[src/rtl/core/alg_pkg.sv]
// ----------------------------------------------------------------------------
// Auto level gain computer package
// Shared widths, constants, register indexes and controller/datapath types.
// ----------------------------------------------------------------------------
package alg_pkg;

  localparam int LEVEL_W    = 24;
  localparam int ENV_W      = 32;
  localparam int FACTOR_W   = 25;
  localparam int KNEE_W     = 24;
  localparam int COEF_W     = 32;
  localparam int GAIN_W     = 24;
  localparam int CFG_DATA_W = 32;
  localparam int CFG_IDX_W  = 3;
  localparam int ACC_W      = 42;
  localparam int MUL_A_W    = 38;
  localparam int MUL_B_W    = 26;
  localparam int PROD_W     = MUL_A_W + MUL_B_W;
  localparam int FRAC_SHIFT = 20;
  localparam int DIV_STEPS  = 23;
  localparam int CNT_W      = 5;

  localparam logic [FACTOR_W-1:0] FACTOR_ONE    = 25'd16777216;
  localparam logic [GAIN_W-1:0]   UNITY_GAIN    = 24'd8388608;
  localparam logic [KNEE_W-1:0]   SQRT_HALF_Q24 = 24'd11863283;

  typedef enum logic [CFG_IDX_W-1:0] {
    REG_ENABLE  = 3'd0,
    REG_ATTACK  = 3'd1,
    REG_RELEASE = 3'd2,
    REG_KNEE_LO = 3'd3,
    REG_KNEE_HI = 3'd4,
    REG_SQUARE  = 3'd5,
    REG_LINEAR  = 3'd6,
    REG_CONST   = 3'd7
  } reg_index_t;

  typedef enum logic [2:0] {
    MUL_NONE     = 3'd0,
    MUL_ENV      = 3'd1,
    MUL_SQUARE   = 3'd2,
    MUL_POLY     = 3'd3,
    MUL_KNEE_END = 3'd4
  } mul_sel_t;

  typedef enum logic [1:0] {
    ACC_NONE     = 2'd0,
    ACC_POLY     = 2'd1,
    ACC_TARGET   = 2'd2,
    ACC_KNEE_END = 2'd3
  } acc_op_t;

  typedef enum logic [1:0] {
    GAIN_HOLD  = 2'd0,
    GAIN_UNITY = 2'd1,
    GAIN_ZERO  = 2'd2
  } gain_op_t;

  typedef struct packed {
    logic                     enable;
    logic [FACTOR_W-1:0]      attack;
    logic [FACTOR_W-1:0]      release_f;
    logic [KNEE_W-1:0]        knee_start;
    logic [KNEE_W-1:0]        knee_end;
    logic signed [COEF_W-1:0] square;
    logic signed [COEF_W-1:0] linear;
    logic signed [COEF_W-1:0] offset;
  } alg_cfg_t;

  typedef struct packed {
    logic     capture;
    logic     env_clear;
    logic     env_update;
    mul_sel_t mul_sel;
    acc_op_t  acc_op;
    gain_op_t gain_op;
    logic     div_init;
    logic     div_step;
    logic     load_out;
  } alg_cmd_t;

  typedef struct packed {
    logic above_start;
    logic above_end;
    logic target_nonpos;
    logic target_sat;
    logic div_last;
  } alg_status_t;

endpackage

[src/rtl/core/alg_cfg.sv]
// ----------------------------------------------------------------------------
// Configuration registers
// Holds the regulation settings and flags an envelope clear on disable.
// ----------------------------------------------------------------------------
module alg_cfg (
  input  logic                           clk,
  input  logic                           rst,
  input  logic                           cfg_write_en,
  input  logic [alg_pkg::CFG_IDX_W-1:0]  cfg_index,
  input  logic [alg_pkg::CFG_DATA_W-1:0] cfg_data,
  output alg_pkg::alg_cfg_t              cfg,
  output logic                           env_clear
);
  import alg_pkg::*;

  logic [FACTOR_W-1:0] factor_in;
  logic [FACTOR_W-1:0] factor_clamped;

  assign factor_in      = cfg_data[FACTOR_W-1:0];
  assign factor_clamped = (factor_in > FACTOR_ONE) ? FACTOR_ONE : factor_in;
  assign env_clear      = cfg_write_en && (reg_index_t'(cfg_index) == REG_ENABLE) &&
                          !cfg_data[0];

  always_ff @(posedge clk) begin
    if (rst) begin
      cfg.enable     <= 1'b0;
      cfg.attack     <= FACTOR_ONE;
      cfg.release_f  <= FACTOR_ONE;
      cfg.knee_start <= '1;
      cfg.knee_end   <= '1;
      cfg.square     <= '0;
      cfg.linear     <= COEF_W'(FACTOR_ONE);
      cfg.offset     <= '0;
    end else if (cfg_write_en) begin
      unique case (reg_index_t'(cfg_index))
        REG_ENABLE:  cfg.enable     <= cfg_data[0];
        REG_ATTACK:  cfg.attack     <= factor_clamped;
        REG_RELEASE: cfg.release_f  <= factor_clamped;
        REG_KNEE_LO: cfg.knee_start <= cfg_data[KNEE_W-1:0];
        REG_KNEE_HI: cfg.knee_end   <= cfg_data[KNEE_W-1:0];
        REG_SQUARE:  cfg.square     <= $signed(cfg_data[COEF_W-1:0]);
        REG_LINEAR:  cfg.linear     <= $signed(cfg_data[COEF_W-1:0]);
        REG_CONST:   cfg.offset     <= $signed(cfg_data[COEF_W-1:0]);
        default: begin
        end
      endcase
    end
  end

endmodule

[config.mk]
export PLATFORM = sky130hd
export DESIGN_NAME = alg_cfg
export DESIGN_NICKNAME = d
export VERILOG_FILES = /design/src/rtl/core/alg_pkg.sv /design/src/rtl/core/alg_cfg.sv
export SDC_FILE = /design/constraint.sdc
export NUM_CORES = 1
export LEC_CHECK = 0
export ABC_AREA = 1
export BUFFER_PORTS_ARGS = -buffer_cell sky130_fd_sc_hd__buf_4
export CORE_UTILIZATION = 35
export CTS_CLUSTER_SIZE = 10
export DETAILED_ROUTE_END_ITERATION = 8
export PLACE_DENSITY_LB_ADDON = 0.1
export REMOVE_ABC_BUFFERS = 1
export SKIP_LAST_GASP = 1
export SYNTH_ARGS = -nofsm -noshare
export SYNTH_HDL_FRONTEND = slang
export SYNTH_SLANG_ARGS = --single-unit
[constraint.sdc]
create_clock -name clk -period 1.6 [get_ports clk]
set_input_delay 0.32 -clock clk [delete_from_list [all_inputs] [get_ports clk]]
set_output_delay 0.32 -clock clk [all_outputs]
set_load 0.01 [all_outputs]
==> results of run 1 <==
[how the worst max path moves through the flow]
| stage | start | to | slack (ns) | cells past startpoint |
|---|---|---|---|---|
| 2_1_floorplan | rst | cfg[158] | -1.49 | 3 |
| 3_3_place_gp | cfg_data[2] | cfg[158] | -0.005 | 9 |
| 3_5_place_dp | cfg_data[2] | cfg[160] | -0.05 | 9 |
| 4_1_cts | cfg_index[2] | env_clear | 0.15 | 5 |
| 5_1_grt | cfg_index[2] | env_clear | 0.05 | 5 |
| 6_report | cfg_index[2] | env_clear | 0.16 | 5 |
[synth_stat cells, drive strengths merged]
cell type  instances
dfxtp            195
nor3               1
buf               26
nor2             212
nor4               1
inv               11
nand3             52
a21oi             49
nand2            138
clkbuf            34
o21ai            144
[power by group]
group / switching (mW) / internal [mW] / leakage [nW]
combinational: 0.593 / 0.480 / 2.73
sequential: 0.0881 / 5.02 / 1.59
clock: 2.02 / 2.20 / 0.273
[cells by family after synthesis]
family	Yosys count
AND/OR/NAND/NOR	404
flip-flops	195
buffers and inverters	71
AO/OA/AOI/OAI	193
[metal layers]
layer	GRT usage [%]	wire length, um	vias up
li1	-	-	3298
met1	31.0	10800	2934
met2	35.2	9720	181
met3	5.48	1550	20
met4	6.40	282	0
met5	0	0	-
[area by class of cell]
class	instances	area (um2)
Clock inverter	14	146
Clock buffer	18	429
Timing Repair Buffer	285	2310
Inverter	11	43.8
Sequential cell	195	3900
Tap cell	260	325
Multi-Input combinational cell	597	2660
Fill cell	1884	9190
==> summary.md, run 1 <==
| Metric | Value |
|---|---|
| Status | complete, no violations |
| Vias in the first global route | 6194 |
| Final setup TNS | 0 ns |
| Area post-placement | 9250 um2 |
| Final wirelength | 22.3 mm |
| Seq/Total Area, Yosys | 56.7% |
| Die height | 142 um |
| Adder-cell share of the synthesized area | 0% |
| Place WS | -0.0517 ns |
| Post-Synth XOR/XNOR Area | 0% |
| Slowest CP cell | nor4_1 |
| Die width | 142 um |
| Regs by FF count | cfg: 195 flops |
| Synth top area share | 56.7% |
| Setup Skew | 0 ns |
| Commonest non-fill, non-tap cell in the layout | buf_4 |
| Synth Area in Simple Gates | 23.9% |
| IO Count | 234 |
| Total Power | 10.4 mW |
| Routed length per placed instance | 16.2 um |
| Pin count of the biggest net entering global routing | 33 |
| 1st-pass router iterations | 4 |
| Largest Register | cfg |
| Maximum clock rate | 0.695 GHz |
| Slew at the pin closest to its max-slew limit | 0.398 ns |
| Area Growth Syn to Fin | 42.7% |
| I/O Buffers | 233 |
| Cts hold-fix bufs | 0 |
| Num rows | 50 |
| Core ar. | 19000 um2 |
| Critical Path Start Type | input port |
| Critical path class | in -> out |
| HPWL Detailed | 15.3 mm |
| Crit-path most repeated cell | buf_4 |
| Placed Cells | 1348 |
| Final routed DRC violation total | 0 |
| Hold_ws | 0.0848 ns |
| GRT overflow | 0 |
| Largest stage delay on the critical path | 0.28 ns |
| Worst EP arrival | 1.12 ns |
| Peak VDD IR | 0.744 mV |
| Period utilization | 89.9% |
| Tmin final | 1.44 ns |
| Hold EP | cfg[194] |
| Clock Latency Late Sink | 0.43 ns |
| Reg2Reg Depth | 2 |
| Post-CTS Resized | 0 |
| Fin worst setup slack | 0.162 ns |
| DIE AREA | 20200 um2 |
| Fin. Hold Viols | 0 |
| Finished Layout Cells | 1380 |
| All-Layer GR Usage | 22.6% |
| CP bufs+invs | 3 |
| Nets | 1145 |
| Yosys cell types | 23 |
| #FFs+latches synth | 195 |
| Critical Path RT | 1.28 ns |
| Max reg flops | 195 |
| Mapped Cells | 863 |
| H-tree Lvls | 4 |
| FF-to-FF setup slack | 0.92 ns |
| Initial core utilization | 36.2% |
| Crit Path Max Fanout | 4 |
| Syn_area_per_cell | 7.98 um2 |
| CTS Buf Count | 17 |
| Crit path cell chain | buf_4, nor2_2, inv_2, nor4_1, buf_4 |
| Max cap viols | 0 |
| Post-CTS Setup Bufs | 0 |
| Leak | 4.59 nW |
| Commonest non-fill, non-tap cells in the layout | 271 x buf_4, 205 x nor2_1, 195 x dfxtp_1 |
| Power Density | 1060 nW/um2 |
| Mux cell area share after synthesis | 0% |
| Vias | 6433 |
| CTS tree | built |
| Max Root-Sink Buffers | 2 |
| Synth warn | 0 |
| First-pass GRT wire length | 35.2 mm |
| Layout cells sized above 1 | 31.3% |
| Reg2reg end | cfg[159] |
| Ranking of synthesized cells by area | dfxtp_1 57%, nor2_1 11%, o21ai_0 10% |
| DR vias/cell | 4.66 |
| Cell Area, Synth | 6880 um2 |
| RSZ-0062 raised after global routing | false |
| Critical path's top delay family | buffers and inverters |
| Rel. slew slack | 73.5% |
| Fin. max-slew vios | 0 |
| Hold depth | 2 |
| Final GP Congestion | 0.743 |
| Reg-to-Reg Start | cfg[159] |
| Post-synth top area cell | dfxtp_1 |
| Final setup viols | 0 |
| Main combinational cell family by area after synthesis | simple AND/OR/NAND/NOR gates |
| Initial antenna violation count | 0 |
| CTS sink count | 195 |
| Post-synthesis compound-gate area fraction | 14.6% |
| N_diodes | 0 |
| Worst min path class | in -> reg |
| Iteration-0 DRC Markers | 314 |
| HP Start | rst |
| Critical Path End Type | output pin |
| Reg clk slew, reported paths | 0.07 ns |
| Final design utilization | 51.7% |
| Post-route ant nets | 0 |
| Root buffer cell | clkbuf_16 |
| Post-Layout Inst Area | 9830 um2 |
Note: power is estimated with default switching activity, not from simulation.
==> run 2, diff against run 1 <==
--- a/config.mk
+++ b/config.mk
@@ -7,10 +7,11 @@
 export LEC_CHECK = 0
 export ABC_AREA = 1
 export BUFFER_PORTS_ARGS = -buffer_cell sky130_fd_sc_hd__buf_4
-export CORE_UTILIZATION = 35
+export CORE_UTILIZATION = 50
 export CTS_CLUSTER_SIZE = 10
 export DETAILED_ROUTE_END_ITERATION = 8
 export PLACE_DENSITY_LB_ADDON = 0.1
+export RECOVER_POWER = 25
 export REMOVE_ABC_BUFFERS = 1
 export SKIP_LAST_GASP = 1
 export SYNTH_ARGS = -nofsm -noshare
==> run 2 against run 1 <==
Against the previous run: routed wire length shrank 8.2%; worst setup slack worse by 0.010 ns; global-route usage is 6.6 points higher; register-to-register slack lost 0.02 ns; via count up 1.8%; final cell count down 7.5%; core utilization rose by 19 points; die area is 30% lower; critical path depth unchanged; first-iteration DRC count increased by 49%; critical endpoint unchanged; highest routed layer unchanged.
==> summary.md, run 2 (synthesis results as in run 1) <==
| Metric | Value |
|---|---|
| Final wirelength | 20.5 mm |
| Worst EP arrival | 1.13 ns |
| Crit path cell chain | clkbuf_4, nor2_2, inv_1, nor4_1, buf_4 |
| I/O Buffers | 233 |
| Maximum clock rate | 0.691 GHz |
| Total Power | 10.7 mW |
| Critical Path RT | 1.28 ns |
| Peak VDD IR | 0.808 mV |
| Final routed DRC violation total | 0 |
| Tmin final | 1.45 ns |
| Clock Latency Late Sink | 0.42 ns |
| DIE AREA | 14200 um2 |
| Fin worst setup slack | 0.152 ns |
| Leak | 4.47 nW |
| Fin. max-slew vios | 0 |
| Num rows | 42 |
| Post-CTS Resized | 0 |
| Commonest non-fill, non-tap cell in the layout | buf_4 |
| Iteration-0 DRC Markers | 469 |
| Initial core utilization | 51.6% |
| HPWL Detailed | 13.4 mm |
| Max reg flops | 195 |
| Sw Share | 23.3% |
| Root buffer cell | clkbuf_16 |
| Worst min path class | in -> reg |
| Post-route ant nets | 0 |
| Reg2Reg Depth | 2 |
| First-pass GRT wire length | 32.1 mm |
| Rel. slew slack | 54.1% |
| Slew at the pin closest to its max-slew limit | 0.687 ns |
| Critical Path End Type | output pin |
| Vias in the first global route | 5884 |
| All-Layer GR Usage | 29.2% |
| DR vias/cell | 5.13 |
| Final GP Congestion | 0.781 |
| RSZ-0062 raised after global routing | false |
| Crit Path Max Fanout | 4 |
| Final setup viols | 0 |
| Status | complete, no violations |
| CP bufs+invs | 3 |
| Nets | 1125 |
| IO Count | 234 |
| Initial antenna violation count | 0 |
| DR top layer | met4 |
| H-tree Lvls | 4 |
| Core ar. | 13300 um2 |
| Critical Path Stages | 5 |
| Critical Path Start Type | input port |
| CTS tree | built |
| Fin. Hold Viols | 0 |
| Pin count of the biggest net entering global routing | 108 |
| Critical path class | in -> out |
| Hold depth | 2 |
| Routed length per placed instance | 16.1 um |
| Regs by FF count | cfg: 195 flops |
| Die height | 119 um |
| Critical path's top delay family | buffers and inverters |
| Max Root-Sink Buffers | 2 |
| Max cap viols | 0 |
| CTS Buf Count | 17 |
| Reg clk slew, reported paths | 0.06 ns |
| Power Density | 1130 nW/um2 |
| GRT overflow | 0 |
| Clock network fraction of design power | 43.0% |
| Period utilization | 90.5% |
| Vias | 6552 |
| Cts hold-fix bufs | 0 |
| P_sw | 2.49 mW |
| Slowest CP cell | nor4_1 |
| Final design utilization | 71.0% |
| Commonest non-fill, non-tap cells in the layout | 246 x buf_4, 208 x nor2_1, 195 x dfxtp_1 |
| CTS sink count | 195 |
| Setup Skew | 0 ns |
| WL met3 | 1.57 mm |
| DRT met1 WL | 8.94 mm |
| 1st-pass router iterations | 5 |
| Largest stage delay on the critical path | 0.27 ns |
| Final setup TNS | 0 ns |
| Die width | 119 um |
| Area Growth Syn to Fin | 37.6% |
| Flop pwr share | 47.8% |
| Logic gate share of total power | 9.3% |
| Layout cells sized above 1 | 29.2% |
| Place WS | 0.0638 ns |
| Routed length on met2 | 9.62 mm |
| Post-CTS Setup Bufs | 0 |
| Pint | 8.22 mW |
| N_diodes | 0 |
| Largest Register | cfg |
-- run 2: cell types whose count changed in the layout (fill, tap and decap cells not counted), moves of 6 or more --
cell,before,now
clkbuf_1,1,7
clkbuf_2,0,6
buf_4,271,246
buf_12,14,6
-- run 2: area by class of cell --
cell class                 count  area [um2]
fill                        1128        3870
multi-input combinational    597        2640
timing repair buffer         265        2030
inverter                      11        43.8
tap                          176         220
sequential                   195        3900
clock inverter                14         209
clock buffer                  18         429
-- run 2: power groups by stage --
stage	sequential [mW]	combinational, mW	clock [mW]
6_report	5.12	0.992	4.61
5_1_grt	5.13	1.09	4.87
4_1_cts	5.11	1.01	4.65
3_5_place_dp	5.22	1.00	0
3_3_place_gp	5.22	0.994	0
2_1_floorplan	5.29	0.334	0
-- run 2: per-stage QoR --
stage / hold slack, ns / instances / cell area [um2]
after floorplan: 0.399 / 803 / 6590
after global placement: 0.439 / 1244 / 8920
after detailed placement: 0.446 / 1244 / 8920
after CTS: 0.0766 / 1276 / 9560
after global routing: 0.0771 / 1276 / 9470
final: 0.0943 / 1276 / 9470
-- run 2: layer usage --
layer	vias up	track usage, %
li1	3255	-
met1	3037	38.9
met2	237	46.0
met3	23	7.90
met4	0	9.22
met5	-	0
-- run 2: final timing paths --
check,slack [ns],endpoint,from
worst min-delay path,0.09,cfg[194],rst
worst max-delay path,0.15,env_clear,cfg_index[2]
worst min register to register,0.46,cfg[126],cfg[126]
worst max register to register,0.90,cfg[179],cfg[179]
==> run 3, diff against run 2 <==
--- a/config.mk
+++ b/config.mk
@@ -10,7 +10,7 @@
 export CORE_UTILIZATION = 50
 export CTS_CLUSTER_SIZE = 10
 export DETAILED_ROUTE_END_ITERATION = 8
-export PLACE_DENSITY_LB_ADDON = 0.1
+export PLACE_DENSITY = 0.87
 export RECOVER_POWER = 25
 export REMOVE_ABC_BUFFERS = 1
 export SKIP_LAST_GASP = 1
==> run 3 against run 2 <==
Against the previous run: clock-buffer cell count grew 1; clock skew is the same; via count grew 3.9%; design area shrank 0.74%; final cell count is essentially flat; highest routed layer unchanged.
==> summary.md, run 3 (synthesis results as in run 1) <==
| Metric | Value |
|---|---|
| Status | complete, no violations |
| All-Layer GR Usage | 29.8% |
| Initial antenna violation count | 0 |
| Setup Skew | 0 ns |
| Final GP Congestion | 0.805 |
| CTS sink count | 195 |
| IO Count | 234 |
| Power Density | 1060 nW/um2 |
| Met3 Usage GRT | 6.75% |
| Final setup viols | 0 |
| Critical Path Start Type | input port |
| Root buffer cell | clkbuf_16 |
| Crit Path Max Fanout | 4 |
| Final wirelength | 21.1 mm |
| Commonest non-fill, non-tap cells in the layout | 247 x buf_4, 209 x nor2_1, 195 x dfxtp_1 |
| FF-to-FF setup slack | 0.84 ns |
| Period utilization | 90.4% |
| Routed length per placed instance | 16.5 um |
| 1st-pass router iterations | 5 |
| Vias in the first global route | 6295 |
| Rel. slew slack | 47.9% |
| Post-CTS Setup Bufs | 0 |
| Peak VDD IR | 0.561 mV |
| Place WS | 0.0905 ns |
| Reg2Reg Depth | 2 |
| GR peak layer | met2 |
| First-pass GRT wire length | 33.1 mm |
| Met2 global-route usage | 48.2% |
| Critical Path RT | 1.28 ns |
| Pin count of the biggest net entering global routing | 68 |
| Die width | 119 um |
| Post-route ant nets | 0 |
| Initial core utilization | 51.6% |
| Fin worst setup slack | 0.153 ns |
| Final routed DRC violation total | 0 |
| Largest Register | cfg |
| Max Root-Sink Buffers | 2 |
| Maximum clock rate | 0.691 GHz |
| H-tree Lvls | 4 |
| Die height | 119 um |
| Num rows | 42 |
| Worst min path class | in -> reg |
| Commonest non-fill, non-tap cell in the layout | buf_4 |
| Nets | 1125 |
| Worst Setup SP | cfg_index[2] |
| Fin. Hold Viols | 0 |
| Finished Layout Cells | 1275 |
| Critical Path End Type | output pin |
| CTS Buf Count | 17 |
| CP Capture Point | env_clear |
| Tmin final | 1.45 ns |
| GRT overflow | 0 |
| Final setup TNS | 0 ns |
| Clock Latency Late Sink | 0.42 ns |
| Critical path class | in -> out |
| Placed Cells | 1244 |
| Regs by FF count | cfg: 195 flops |
| DR vias/cell | 5.34 |
| M1 GR Usage | 37.4% |
| Reg2reg end | cfg[183] |
| Cts hold-fix bufs | 0 |
| Area Growth Syn to Fin | 36.6% |
| CTS tree | built |
| Fin. max-slew vios | 0 |
| Layout cells sized above 1 | 29.2% |
| Reg clk slew, reported paths | 0.07 ns |
| DIE AREA | 14200 um2 |
| Reg-to-Reg Start | cfg[183] |
| Post-CTS Resized | 0 |
| Iteration-0 DRC Markers | 662 |
| RSZ-0062 raised after global routing | false |
| I/O Buffers | 233 |
| N_diodes | 0 |
| Slew at the pin closest to its max-slew limit | 0.782 ns |
| Vias | 6805 |
| Max reg flops | 195 |
| Worst EP arrival | 1.13 ns |
| Core ar. | 13300 um2 |
| Leak | 4.43 nW |
| HPWL Detailed | 14.3 mm |
| Max cap viols | 0 |
## run 3: cell count changes in the layout (fill, tap and decap cells not counted), moves of 2 or more
| cell | change |
|---|---|
| clkinvlp_4 | +3 |
| buf_12 | +3 |
| bufinv_16 | -5 |
| clkbuf_1 | -2 |
## run 3: through the flow
step	hold WS, ns	instance area (um2)	util [%]	power, mW
after global routing	0.0829	9400	70.5	10.3
final	0.0822	9400	70.5	9.98
after detailed placement	0.444	8940	66.9	6.23
after floorplan	0.399	6590	-	5.63
after CTS	0.0700	9460	70.9	10.0
after global placement	0.439	8940	66.9	6.21
## run 3: worst min-delay path by stage
stage	start	endpoint	slack [ns]	cells past startpoint
2_1_floorplan	rst	cfg[194]	0.40	1
3_3_place_gp	cfg[123]	cfg[123]	0.44	2
3_5_place_dp	cfg[132]	cfg[132]	0.44	2
4_1_cts	rst	cfg[194]	0.07	2
5_1_grt	rst	cfg[194]	0.08	2
6_report	rst	cfg[194]	0.08	2
## run 3: routing by layer
layer,vias up,wire (um)
met2,343,9790
met4,0,750
met5,-,0
met3,61,1600
met1,3146,8940
li1,3255,-
## run 3: final cells by class
| cell class | instances | area, um2 |
|---|---|---|
| repair buffers | 265 | 2070 |
| well taps | 176 | 220 |
| multi-input cells | 597 | 2630 |
| flip-flops and latches | 195 | 3900 |
| clock buffers | 19 | 443 |
| clock inverters | 12 | 85.1 |
| fillers | 1055 | 3940 |
| inverters | 11 | 43.8 |
## run 3: power by group
| part | internal (mW) | total [mW] | switching, mW |
|---|---|---|---|
| Sequential | 5.02 | 5.12 | 0.0947 |
| Combinational | 0.434 | 1.00 | 0.571 |
| Clock | 2.02 | 3.86 | 1.84 |
## run 3: worst max-delay path: stages
cell	delay, ns
buf_4	0.11
nor2_1	0.15
inv_2	0.07
nor4_1	0.27
buf_4	0.19
