`config.mk`:
```
export PLATFORM = sky130hd
export DESIGN_NAME = alg_ctrl
export DESIGN_NICKNAME = d
export VERILOG_FILES = /design/src/rtl/core/alg_pkg.sv /design/src/rtl/core/alg_ctrl.sv
export SDC_FILE = /design/constraint.sdc
export NUM_CORES = 1
export LEC_CHECK = 0
export BUFFER_PORTS_ARGS = -buffer_cell sky130_fd_sc_hd__buf_2
export CAP_MARGIN = 25
export CELL_PAD_IN_SITES_DETAIL_PLACEMENT = 1
export CELL_PAD_IN_SITES_GLOBAL_PLACEMENT = 1
export CORE_ASPECT_RATIO = 0.6
export CORE_MARGIN = 4
export CORE_UTILIZATION = 33
export CTS_CLUSTER_DIAMETER = 40
export DETAILED_ROUTE_END_ITERATION = 6
export PLACE_DENSITY_LB_ADDON = 0.1
export SLEW_MARGIN = 40
export SYNTH_ARGS = -nofsm -noshare
export SYNTH_HDL_FRONTEND = slang
export SYNTH_SLANG_ARGS = --single-unit
export TNS_END_PERCENT = 5
```
`constraint.sdc`:
```
create_clock -name clk -period 1.8 [get_ports clk]
set_clock_uncertainty 0.2 [all_clocks]
set_input_delay 0.18 -clock clk [delete_from_list [all_inputs] [get_ports clk]]
set_output_delay 0.18 -clock clk [all_outputs]
set_load 0.01 [all_outputs]
```
`src/rtl/core/alg_pkg.sv`:
```
// ----------------------------------------------------------------------------
// Auto level gain computer package
// Shared widths, constants, register indexes and controller/datapath types.
// ----------------------------------------------------------------------------
package alg_pkg;

  localparam int LEVEL_W    = 24;
  localparam int ENV_W      = 32;
  localparam int FACTOR_W   = 25;
  localparam int KNEE_W     = 24;
  localparam int COEF_W     = 32;
  localparam int GAIN_W     = 24;
  localparam int CFG_DATA_W = 32;
  localparam int CFG_IDX_W  = 3;
  localparam int ACC_W      = 42;
  localparam int MUL_A_W    = 38;
  localparam int MUL_B_W    = 26;
  localparam int PROD_W     = MUL_A_W + MUL_B_W;
  localparam int FRAC_SHIFT = 20;
  localparam int DIV_STEPS  = 23;
  localparam int CNT_W      = 5;

  localparam logic [FACTOR_W-1:0] FACTOR_ONE    = 25'd16777216;
  localparam logic [GAIN_W-1:0]   UNITY_GAIN    = 24'd8388608;
  localparam logic [KNEE_W-1:0]   SQRT_HALF_Q24 = 24'd11863283;

  typedef enum logic [CFG_IDX_W-1:0] {
    REG_ENABLE  = 3'd0,
    REG_ATTACK  = 3'd1,
    REG_RELEASE = 3'd2,
    REG_KNEE_LO = 3'd3,
    REG_KNEE_HI = 3'd4,
    REG_SQUARE  = 3'd5,
    REG_LINEAR  = 3'd6,
    REG_CONST   = 3'd7
  } reg_index_t;

  typedef enum logic [2:0] {
    MUL_NONE     = 3'd0,
    MUL_ENV      = 3'd1,
    MUL_SQUARE   = 3'd2,
    MUL_POLY     = 3'd3,
    MUL_KNEE_END = 3'd4
  } mul_sel_t;

  typedef enum logic [1:0] {
    ACC_NONE     = 2'd0,
    ACC_POLY     = 2'd1,
    ACC_TARGET   = 2'd2,
    ACC_KNEE_END = 2'd3
  } acc_op_t;

  typedef enum logic [1:0] {
    GAIN_HOLD  = 2'd0,
    GAIN_UNITY = 2'd1,
    GAIN_ZERO  = 2'd2
  } gain_op_t;

  typedef struct packed {
    logic                     enable;
    logic [FACTOR_W-1:0]      attack;
    logic [FACTOR_W-1:0]      release_f;
    logic [KNEE_W-1:0]        knee_start;
    logic [KNEE_W-1:0]        knee_end;
    logic signed [COEF_W-1:0] square;
    logic signed [COEF_W-1:0] linear;
    logic signed [COEF_W-1:0] offset;
  } alg_cfg_t;

  typedef struct packed {
    logic     capture;
    logic     env_clear;
    logic     env_update;
    mul_sel_t mul_sel;
    acc_op_t  acc_op;
    gain_op_t gain_op;
    logic     div_init;
    logic     div_step;
    logic     load_out;
  } alg_cmd_t;

  typedef struct packed {
    logic above_start;
    logic above_end;
    logic target_nonpos;
    logic target_sat;
    logic div_last;
  } alg_status_t;

endpackage

```
`src/rtl/core/alg_ctrl.sv`:
```
// ----------------------------------------------------------------------------
// Gain computer controller
// Sequences the envelope update, knee curve, saturation checks and divider.
// ----------------------------------------------------------------------------
module alg_ctrl (
  input  logic                 clk,
  input  logic                 rst,
  input  logic                 in_valid,
  output logic                 in_stall,
  output logic                 out_valid,
  input  logic                 out_stall,
  input  logic                 enable,
  input  alg_pkg::alg_status_t status,
  output alg_pkg::alg_cmd_t    cmd
);
  import alg_pkg::*;

  typedef enum logic [10:0] {
    S_IDLE     = 11'b000_0000_0001,
    S_ENV_MUL  = 11'b000_0000_0010,
    S_ENV_UPD  = 11'b000_0000_0100,
    S_KNEE     = 11'b000_0000_1000,
    S_POLY_ADD = 11'b000_0001_0000,
    S_POLY_MUL = 11'b000_0010_0000,
    S_TGT_ADD  = 11'b000_0100_0000,
    S_END_TGT  = 11'b000_1000_0000,
    S_CHECK    = 11'b001_0000_0000,
    S_DIV      = 11'b010_0000_0000,
    S_DONE     = 11'b100_0000_0000
  } state_t;

  state_t state;
  state_t state_next;
  logic   out_free;

  assign in_stall = (state != S_IDLE);
  assign out_free = !out_valid || !out_stall;

  always_comb begin
    state_next = state;
    cmd        = '0;
    unique case (state)
      S_IDLE: begin
        if (in_valid) begin
          cmd.capture = 1'b1;
          if (enable) begin
            state_next = S_ENV_MUL;
          end else begin
            cmd.env_clear = 1'b1;
            cmd.gain_op   = GAIN_UNITY;
            state_next    = S_DONE;
          end
        end
      end
      S_ENV_MUL: begin
        cmd.mul_sel = MUL_ENV;
        state_next  = S_ENV_UPD;
      end
      S_ENV_UPD: begin
        cmd.env_update = 1'b1;
        state_next     = S_KNEE;
      end
      S_KNEE: begin
        if (!status.above_start) begin
          cmd.gain_op = GAIN_UNITY;
          state_next  = S_DONE;
        end else if (status.above_end) begin
          cmd.mul_sel = MUL_KNEE_END;
          state_next  = S_END_TGT;
        end else begin
          cmd.mul_sel = MUL_SQUARE;
          state_next  = S_POLY_ADD;
        end
      end
      S_POLY_ADD: begin
        cmd.acc_op = ACC_POLY;
        state_next = S_POLY_MUL;
      end
      S_POLY_MUL: begin
        cmd.mul_sel = MUL_POLY;
        state_next  = S_TGT_ADD;
      end
      S_TGT_ADD: begin
        cmd.acc_op = ACC_TARGET;
        state_next = S_CHECK;
      end
      S_END_TGT: begin
        cmd.acc_op = ACC_KNEE_END;
        state_next = S_CHECK;
      end
      S_CHECK: begin
        if (status.target_nonpos) begin
          cmd.gain_op = GAIN_ZERO;
          state_next  = S_DONE;
        end else if (status.target_sat) begin
          cmd.gain_op = GAIN_UNITY;
          state_next  = S_DONE;
        end else begin
          cmd.div_init = 1'b1;
          state_next   = S_DIV;
        end
      end
      S_DIV: begin
        cmd.div_step = 1'b1;
        if (status.div_last) begin
          state_next = S_DONE;
        end
      end
      S_DONE: begin
        if (out_free) begin
          cmd.load_out = 1'b1;
          state_next   = S_IDLE;
        end
      end
      default: begin
        state_next = S_IDLE;
      end
    endcase
  end

  always_ff @(posedge clk) begin
    if (rst) begin
      state     <= S_IDLE;
      out_valid <= 1'b0;
    end else begin
      state <= state_next;
      if (cmd.load_out) begin
        out_valid <= 1'b1;
      end else if (!out_stall) begin
        out_valid <= 1'b0;
      end
    end
  end

endmodule

```
==> reports/results.txt, run 1 <==
H-tree depth: 1
critical path fanouts, max: 5
peak clock frequency supported by timing: 459.3 MHz
Syn Std Cell Area: 865.8 um2
endpoint of the worst hold-timing path: out_valid$_SDFFE_PP0P_
starting utilization of the core area: 0.3457
initial antenna violation count: 0
Cell Area, Placed: 1232 um2
final routed wire length divided by cell count: 19.45 um
Sinks on Clock Net: 12
detailed placement HPWL: 2.555 mm
most area-consuming cells after synthesis: dfxtp_1 (28%), nor3b_1 (4.3%), nor4_1 (4.3%)
I/O pin total: 25
Finished Cell Area: 1421 um2
clock period minus worst slack: 2177 ps
GR Overflow Total: 0
endpoint of the lowest-slack register-to-register path: state[1]$_SDFFE_PP0P_
Post-synth EDFFs: 0
Pwr Density: 1245 nW/um2
width of the die: 74.13 um
final-layout fill cell count: 318
worst r2r src: state[10]$_SDFFE_PP0P_
summed negative setup slack over all endpoints: -3510 ps
count of maximum capacitance violations: 0
post-layout worst setup margin: -377.1 ps
first-pass detailed-route iteration total: 4
fraction of final layout cells sized beyond drive strength 1: 0.6135
CP endpoint kind: output port
Root Driver: clkbuf_8
DR iter-0 viols: 88
count of hold-fix buffers inserted at cts: 0
Worst Min Path Start: out_stall
Yosys top cell by area: dfxtp_1
RSZ-0062 raised after global routing: true
Yosys warnings: 0
vertical extent of the die: 47.68 um
vias in the first global route: 1062
first-pass GRT wire length: 5.568 mm
busiest layer in global routing: met2
sequential fraction of the synthesis area: 0.2775
number of buffers added on ports: 24
number of cell instances on the worst register-to-register path: 6
DIE AREA: 3534 um2
Inserted Clock Buffers: 3
final core utilization: 0.5674
failing checks: negative setup slack
register clock-pin slew on the reported worst setup and hold paths: 60 ps
via count: 1077
critical path startpoint category: register
top cell types by occurrence after synthesis: dfxtp_1 (12), nor2_1 (9), a21oi_1 (7), nand2_1 (7), nor3_1 (7)
flip-flop and latch count after synthesis: 12
clock tree from TritonCTS: done
Crit Path Class: register to output port
unique cell type count in the Yosys netlist: 41
maximum clock insertion buffer count: 2
GR Util met1: 0.3152
Hold Crit Class: input port to register
worst hold stages: 3
pin count of the biggest net entering global routing: 12
met2 Resource Use GR: 0.3310
insertion delay to the later sink of the worst-skew pair: 250 ps
Vias/cell: 5.523
worst setup slack for register-to-register paths: -240 ps
Std-Cell Core Area: 2505 um2
Overall Global Routing Usage: 0.2206
outcome: finished, violations left
Layout Nets: 174
GP Congestion: 0.8755
layout-stage area growth over the synthesis result: 64.16%
Main synth FF type: dfxtp_1
antenna violation net count after detailed routing: 0
CP Data Required Time: 1420 ps
final routed wirelength across all metal layers: 3.792 mm
proportion of netlist area held by the largest area contributor: 0.2775
transition time at the pin with the least slew margin: 386.2 ps
average footprint of a synthesized cell: 8.092 um2
most common cell in the synthesized netlist: dfxtp_1
Pins Over Slew Limit: 0
number of remaining DRC errors: 0
final cycle utilization of the critical path: 1.210
number of instances in the synthesized netlist: 107
Slew HR: 0.7406
met3 demand-to-capacity share in global routing: 0.05031
Final Hold Fails: 0
fraction of registers with async set or reset after synthesis: 0
ant diodes: 0
final setup violation count: 21
Synthesized Nets: 117
data arrival time at the worst-slack endpoint: 1800 ps
leakage power: 0.6172 nW
number of rows in the core area: 14
worst hold margin: 27.46 ps
Max VDD drop: 0.4997 mV
## worst max path at each step
stage / startpoint / endpoint / slack (ps) / cells past startpoint
global route: state[10]$_SDFFE_PP0P_ / cmd[3] / -450 / 6
finish: state[10]$_SDFFE_PP0P_ / in_stall / -380 / 6
detailed placement: state[8]$_SDFFE_PP0P_ / state[8]$_SDFFE_PP0P_ / -150 / 4
global placement: state[9]$_SDFFE_PP0P_ / state[1]$_SDFFE_PP0P_ / -120 / 6
CTS: state[10]$_SDFFE_PP0P_ / cmd[8] / -340 / 5
floorplan: state[8]$_SDFFE_PP0P_ / cmd[3] / -90 / 5
## layout make-up
type | count | area [um2] | share of cell area
Sequential cell | 12 | 255.2 | 0.1796
Timing Repair Buffer | 58 | 391.6 | 0.2755
Inverter | 4 | 15.01 | 0.01056
Tap cell | 32 | 40.04 | 0.02817
Multi-Input combinational cell | 85 | 664.4 | 0.4674
Clock buffer | 4 | 55.05 | 0.03873
## cell families (layout without fill, tap and decap cells)
| kind of cell | after synthesis | in the layout | share of synthesized area |
|---|---|---|---|
| compound gates | 20 | 20 | 0.1503 |
| buf+inv | 10 | 66 | 0.06501 |
| xor+xnor | 3 | 3 | 0.03035 |
| simple gates | 62 | 62 | 0.4769 |
| flops | 12 | 12 | 0.2775 |
## registers in the layout, summed over array words and instances (netlist names)
| signal | count |
|---|---|
| out_valid | 1 |
| state | 11 |
## report_power, final
| part | internal, mW | leakage (nW) | total (mW) | switching, mW |
|---|---|---|---|---|
| combinational | 0.534 | 0.487 | 1.08 | 0.545 |
| sequential | 0.316 | 0.101 | 0.378 | 0.0617 |
| clock | 0.194 | 0.0288 | 0.314 | 0.119 |
| total | 1.04 | 0.617 | 1.77 | 0.726 |
## through the flow
| stage | instances | power (mW) | setup WS (ps) |
|---|---|---|---|
| after global routing | 195 | 1.881 | -450.9 |
| final | 195 | 1.770 | -377.1 |
| after detailed placement | 186 | 1.252 | -148.2 |
| after global placement | 186 | 1.229 | -120.3 |
| after floorplan | 107 | 0.7707 | -85.73 |
| after CTS | 194 | 1.641 | -342.1 |
## worst max-delay path, stage by stage, from the launching register on
cell and delay [ps]:
dfxtp_4 360, buf_6 130, nor4_4 290, nand4_1 270, buf_4 220, buf_4 140
buf_2 130
## layout by cell type, fill, tap and decap left out, types with 4 or more instances in the layout
master    synthesis  final
nor3_2            2      6
nand2b_1          4      4
buf_2             2     24
nand2_1           7      6
dfxtp_1          12      4
buf_4             0     32
dfxtp_2           0      6
inv_1             4      4
nor2_1            9      6
a21oi_1           7      6
clkbuf_8          0      4
## timing repair
item	in CTS	in global routing
gates resized for setup	18	13
pin swaps	7	8
setup endpoints to repair	23	25
setup buffers	5	1
## per-layer routing
| layer | vias to the layer above | wire, um |
|---|---|---|
| met1 | 523 | 1888 |
| met4 | 0 | 85 |
| li1 | 504 | - |
| met3 | 12 | 274 |
| met5 | - | 0 |
| met2 | 38 | 1544 |
Power figures use the tool's default switching activity.
==> run 2: changes to the inputs <==
--- a/config.mk
+++ b/config.mk
@@ -5,15 +5,17 @@
 export SDC_FILE = /design/constraint.sdc
 export NUM_CORES = 1
 export LEC_CHECK = 0
+export ABC_AREA = 1
 export BUFFER_PORTS_ARGS = -buffer_cell sky130_fd_sc_hd__buf_2
 export CAP_MARGIN = 25
 export CELL_PAD_IN_SITES_DETAIL_PLACEMENT = 1
 export CELL_PAD_IN_SITES_GLOBAL_PLACEMENT = 1
 export CORE_ASPECT_RATIO = 0.6
 export CORE_MARGIN = 4
-export CORE_UTILIZATION = 33
+export CORE_UTILIZATION = 29
 export CTS_CLUSTER_DIAMETER = 40
 export DETAILED_ROUTE_END_ITERATION = 6
+export HOLD_SLACK_MARGIN = 0.03
 export PLACE_DENSITY_LB_ADDON = 0.1
 export SLEW_MARGIN = 40
 export SYNTH_ARGS = -nofsm -noshare
==> constraint.sdc (replaced) <==
create_clock -name clk -period 1.8 [get_ports clk]
set_clock_uncertainty 0.2 [all_clocks]
set_input_delay 0 -clock clk [delete_from_list [all_inputs] [get_ports clk]]
set_output_delay 0 -clock clk [all_outputs]
set_load 0.01 [all_outputs]
==> reports/results.txt, run 2 <==
outcome: complete, no violations
most used cells in the layout excluding fill and tap cells: nand2_1 (26), inv_1 (26), buf_2 (24), nor2_1 (15), dfxtp_1 (12)
critical path fanouts, max: 3 (-2)
met2 Resource Use GR: 0.2708 (-0.06021)
Pwr Density: 787.4 nW/um2 (-37%)
width of the die: 75.47 um (+1.8%)
post-layout worst setup margin: 70.92 ps (+448.0 ps)
Overall Global Routing Usage: 0.1543 (-0.06628)
first-pass GRT wire length: 4.353 mm (-22%)
Main synth FF type: dfxtp_1
final setup violation count: 0 (-100%)
worst setup timing slack at the placement stage: 179.7 ps (+327.9 ps)
CP endpoint kind: output port
I/O pin total: 25 (unchanged)
final cycle utilization of the critical path: 0.9606 (-0.2489)
CP Data Required Time: 1600 ps (+180 ps)
number of instances in the synthesized netlist: 128 (+20%)
DIE AREA: 3659 um2 (+3.5%)
Max VDD drop: 0.3343 mV (-33%)
fraction of final layout cells sized beyond drive strength 1: 0.2848 (-0.3286)
RSZ-0062 raised after global routing: true
Yosys top cell by area: dfxtp_1
Root Driver: clkbuf_8
Layout Nets: 177 (+1.7%)
clock period minus worst slack: 1729 ps (-448.0 ps)
busiest layer in global routing: met2
register clock-pin slew on the reported worst setup and hold paths: 50 ps (about the same)
flip-flop and latch count after synthesis: 12 (unchanged)
Hold Crit Class: register to register
proportion of netlist area held by the largest area contributor: 0.3033 (+0.02586)
most area-consuming cells after synthesis: dfxtp_1 (30%), inv_1 (13%), nand2_1 (13%)
vertical extent of the die: 48.48 um (+1.7%)
first-pass detailed-route iteration total: 4 (unchanged)
vias in the first global route: 970 (-8.7%)
pin count of the biggest net entering global routing: 12 (unchanged)
Post-Synth Adder-Cell Area: 0 (unchanged)
Synth Area in Compound Gates: 0.02528 (-0.1250)
Yosys warnings: 0 (unchanged)
transition time at the pin with the least slew margin: 406.0 ps (+19.86 ps)
combinational family with the most area after synthesis: simple AND/OR/NAND/NOR gates
GP Congestion: 0.7494 (-14%)
area share of and/or/nand/nor cells after synthesis: 0.5387 (+0.06183)
top cell types by occurrence after synthesis: inv_1 (27), nand2_1 (27), nor2_1 (18), dfxtp_1 (12), nand3_1 (11)
Syn Std Cell Area: 792.0 um2 (-8.5%)
H-tree depth: 1 (unchanged)
max FFs per register: 11 (unchanged)
Vias/cell: 4.695 (-15%)
Slowest cell on crit path: dfxtp_1
Std-Cell Core Area: 2557 um2 (+2.1%)
worst hold margin: 293.5 ps (+266.1 ps)
data arrival time at the worst-slack endpoint: 1530 ps (-270 ps)
Final Hold Fails: 0 (unchanged)
Inserted Clock Buffers: 3 (unchanged)
sequential fraction of the synthesis area: 0.3033 (+0.02586)
GR Overflow Total: 0 (unchanged)
antenna violation net count after detailed routing: 0 (unchanged)
ant diodes: 0 (unchanged)
maximum clock insertion buffer count: 2 (unchanged)
clock tree from TritonCTS: done
DR iter-0 viols: 17 (-81%)
unique cell type count in the Yosys netlist: 21 (-49%)
leakage power: 0.6367 nW (+3.2%)
final-layout fill cell count: 348 (+9.4%)
final core utilization: 0.4428 (-0.1247)
layout-stage area growth over the synthesis result: 42.97%
met3 demand-to-capacity share in global routing: 0.04545 (-0.004860)
multiplexer area fraction after synthesis: 0 (unchanged)
sequential cell area: 240.2 um2 (-5.9%)
peak clock frequency supported by timing: 578.3 MHz (+26%)
average footprint of a synthesized cell: 6.188 um2 (-24%)
Cell Area, Placed: 948.4 um2 (-23%)
detailed placement HPWL: 2.058 mm (-19%)
Sinks on Clock Net: 12 (unchanged)
Pins Over Slew Limit: 0 (unchanged)
cell-by-cell listing of the critical path: inv_2 -> nand3_4 -> nor2_8 -> nand3b_1 -> or2_1 -> nand3_1 -> buf_2
final routed wirelength across all metal layers: 2.620 mm (-31%)
Post-synth EDFFs: 0 (unchanged)
number of buffers added on ports: 24 (unchanged)
starting utilization of the core area: 0.3097 (-0.03597)
Biggest register: state
Synthesized Nets: 138 (+18%)
initial antenna violation count: 0 (unchanged)
fraction of registers with async set or reset after synthesis: 0 (unchanged)
final routed wire length divided by cell count: 13.30 um (-32%)
GR Util met1: 0.1858 (-0.1294)
number of remaining DRC errors: 0 (unchanged)
summed negative setup slack over all endpoints: 0 ps (+3510 ps)
via count: 925 (-14%)
share of the synthesized netlist area taken by xor and xnor gates: 0 (-0.03035)
Slew HR: 0.7272 (-0.01339)
critical path startpoint category: register
biggest registers after layout: state x11, out_valid x1
count of maximum capacitance violations: 0 (unchanged)
insertion delay to the later sink of the worst-skew pair: 240 ps (about the same)
Multi-input gate area: 484.2 um2 (-27%)
Finished Cell Area: 1132 um2 (-20%)
Crit Path Class: register to output port
number of rows in the core area: 14 (unchanged)
highest cell delay on the worst timing path: 340 ps (-20 ps)
run 2: worst max-delay path: cells and delay by family (launching register included):
family	cells	cell delay [ps]
buf+inv	2	250
flops	1	340
simple gates	5	700
run 2: through the flow:
step	total power [mW]	cells
floorplan	0.4983	128
global placement	0.5809	183
detailed placement	0.5904	183
CTS	0.8820	197
global route	0.9438	197
finish	0.8916	197
run 2: worst paths after layout:
kind / start / endpoint / slack (ps) / cells past startpoint
worst max-delay path: state[10]$_SDFFE_PP0P_ / cmd[3] / 70 / 7
worst min register to register: out_valid$_SDFFE_PP0P_ / out_valid$_SDFFE_PP0P_ / 290 / 2
worst max register to register: state[10]$_SDFFE_PP0P_ / state[10]$_SDFFE_PP0P_ / 160 / 9
worst min-delay path: out_valid$_SDFFE_PP0P_ / out_valid$_SDFFE_PP0P_ / 290 / 2
run 2: cell families (layout without fill, tap and decap cells):
| kind of cell | after synthesis | count (layout) |
|---|---|---|
| compound gates | 4 | 4 |
| simple gates | 84 | 84 |
| flops | 12 | 12 |
| buf+inv | 28 | 65 |
run 2: power by group:
group          internal, mW  switching [mW]
logic                 0.134           0.210
clock network         0.148           0.101
registers             0.283          0.0161
total                 0.565           0.327
run 2: timing repair:
item                                    in CTS  in global routing
buffers inserted                             2                  0
pin swaps                                    1                  1
gates cloned                                 0                  0
endpoints found under the hold margin       11                  0
hold buffers                                 9                  0
endpoints found under the setup margin       2                  7
gates resized for setup                      2                  8
run 2: layout make-up:
| cell class | instances | area share |
|---|---|---|
| clock buffer | 3 | 0.03646 |
| inverter | 27 | 0.08950 |
| multi-input combinational | 88 | 0.4276 |
| sequential | 12 | 0.2122 |
| tap | 32 | 0.03536 |
| timing repair buffer | 35 | 0.1989 |
run 2: per-layer routing:
| metal | share of wire | vias to the layer above |
|---|---|---|
| met5 | 0 | - |
| met4 | 0.0031 | 0 |
| met3 | 0.051 | 2 |
| met2 | 0.47 | 24 |
| met1 | 0.47 | 430 |
| li1 | - | 469 |
==> run 3: changes to the inputs <==
--- a/config.mk
+++ b/config.mk
@@ -10,7 +10,6 @@
 export CAP_MARGIN = 25
 export CELL_PAD_IN_SITES_DETAIL_PLACEMENT = 1
 export CELL_PAD_IN_SITES_GLOBAL_PLACEMENT = 1
-export CORE_ASPECT_RATIO = 0.6
 export CORE_MARGIN = 4
 export CORE_UTILIZATION = 29
 export CTS_CLUSTER_DIAMETER = 40
==> reports/results.txt, run 3 (synthesized netlist as in run 2, its figures left out) <==
peak clock frequency supported by timing: 579.5 MHz (+0.21%)
DR iter-0 viols: 13 (-4)
Max VDD drop: 0.4056 mV (+21%)
critical path fanouts, max: 4 (+1)
clock tree from TritonCTS: done
Root Driver: clkbuf_4
insertion delay to the later sink of the worst-skew pair: 270 ps (+30 ps)
Finished Cell Area: 1106 um2 (-2.3%)
number of rows in the core area: 18 (+4)
combinational group share of total power: 0.423 (+0.037)
number of buffers added on ports: 24 (unchanged)
ant diodes: 0 (unchanged)
CP Data Required Time: 1600 ps (about the same)
most used cells in the layout excluding fill and tap cells: nand2_1 (26), inv_1 (25), buf_2 (24), nor2_1 (16)
CP endpoint kind: output port
Std-Cell Core Area: 2545 um2 (-0.49%)
Cell Area, Placed: 945.9 um2 (-0.26%)
most common cell after layout, fill and taps aside: nand2_1
Flop pwr share: 0.375 (+0.040)
final routed wirelength across all metal layers: 2.325 mm (-11%)
register clock-pin slew on the reported worst setup and hold paths: 70 ps (+20 ps)
detailed placement HPWL: 1.862 mm (-9.5%)
antenna violation net count after detailed routing: 0 (unchanged)
Slew HR: 0.7853 (+0.05809)
Layout Nets: 177 (unchanged)
starting utilization of the core area: 0.3112 (+0.001523)
layout-stage area growth over the synthesis result: 39.65%
final setup violation count: 0 (unchanged)
max FFs per register: 11 (unchanged)
switching power summed over all nets: 0.2978 mW (-8.9%)
leakage power: 0.6281 nW (-1.3%)
final routed wire length divided by cell count: 11.92 um (-10%)
Sinks on Clock Net: 12 (unchanged)
transition time at the pin with the least slew margin: 319.6 ps (-86.47 ps)
outcome: complete, no violations
critical path startpoint category: register
relative contribution of the clock network to total power: 0.202 (-0.076)
clock period minus worst slack: 1726 ps (-3.540 ps)
Final Hold Fails: 0 (unchanged)
Inserted Clock Buffers: 3 (unchanged)
I/O pin total: 25 (unchanged)
proportion of total power due to net switching: 0.3764 (+0.009659)
Crit Path Class: register to output port
Biggest register: state
vertical extent of the die: 60.26 um (+24%)
H-tree depth: 1 (unchanged)
maximum clock insertion buffer count: 2 (unchanged)
data arrival time at the worst-slack endpoint: 1530 ps (about the same)
first-pass detailed-route iteration total: 4 (unchanged)
DIE AREA: 3631 um2 (-0.75%)
Pwr Density: 715.3 nW/um2 (-9.2%)
final cycle utilization of the critical path: 0.9586 (-0.001966)
number of remaining DRC errors: 0 (unchanged)
biggest registers after layout: state x11, out_valid x1
GR Overflow Total: 0 (unchanged)
via count: 912 (-1.4%)
Hold Crit Class: register to register
Vias/cell: 4.677 (-0.39%)
fraction of final layout cells sized beyond drive strength 1: 0.2848 (unchanged)
vias in the first global route: 963 (-0.72%)
final core utilization: 0.4346 (-0.008147)
Overall Global Routing Usage: 0.1464 (-0.007944)
summed negative setup slack over all endpoints: 0 ps (unchanged)
initial antenna violation count: 0 (unchanged)
width of the die: 60.26 um (-20%)
RSZ-0062 raised after global routing: true
internal power: 0.4933 mW (-13%)
final-layout fill cell count: 352 (+1.1%)
first-pass GRT wire length: 4.002 mm (-8.1%)
GP Congestion: 0.7668 (+2.3%)
Pins Over Slew Limit: 0 (unchanged)
count of maximum capacitance violations: 0 (unchanged)
pin count of the biggest net entering global routing: 12 (unchanged)
run 3: cell counts in the layout (fill, tap and decap cells not counted):
Identical to the previous run, type by type.
run 3: power by group through the flow:
stage          clock network, mW  logic [mW]  registers [mW]
2_1_floorplan                  0       0.200           0.299
3_3_place_gp                   0       0.272           0.301
3_5_place_dp                   0       0.283           0.302
4_1_cts                    0.166       0.325           0.296
5_1_grt                    0.174       0.377           0.298
6_report                   0.160       0.335           0.297
run 3: cell type report:
type,count,area [um2],area share
inverter,27,101.3,0.09163
multi-input combinational,88,478.0,0.4321
tap,30,37.54,0.03394
clock buffer,3,22.52,0.02036
timing repair buffer,35,225.2,0.2036
sequential,12,241.5,0.2183
run 3: path summary, 6_finish.rpt:
path / from / to / slack, ps / cells after the start
max: state[10]$_SDFFE_PP0P_ / cmd[3] / 70 / 7
min reg2reg: out_valid$_SDFFE_PP0P_ / out_valid$_SDFFE_PP0P_ / 290 / 2
min: out_valid$_SDFFE_PP0P_ / out_valid$_SDFFE_PP0P_ / 290 / 2
max reg2reg: state[10]$_SDFFE_PP0P_ / state[8]$_SDFFE_PP0P_ / 210 / 7
run 3: per-stage QoR:
stage	setup slack, ps	hold slack, ps	power (mW)	cells
final	74.46	286.6	0.7912	195
after floorplan	325.4	-66.70	0.4983	128
after detailed placement	187.8	90.57	0.5844	181
after CTS	21.54	290.6	0.7877	195
after global routing	-17.07	328.8	0.8498	195
after global placement	232.3	84.17	0.5729	181
run 3: routing by layer:
metal  GRT usage  part of all wire
met4     0.04747             0.010
met2      0.2623              0.51
met5           0                 0
met3     0.02592             0.044
met1      0.1735              0.43
run 3: worst max-delay path, cell delays in order, from the launching register on:
cell,delay (ps)
dfxtp_1,340
inv_2,110
nand3_4,120
nor2_8,150
nand3b_1,100
or2_1,230
nand3_1,60
buf_2,130
run 3: timing repair:
action,in CTS,in global routing
endpoints found under the setup margin,2,8
setup buffers,2,0
hold buffers,9,0
gates resized for setup,3,8
pin swaps,1,0
endpoints found under the hold margin,12,0
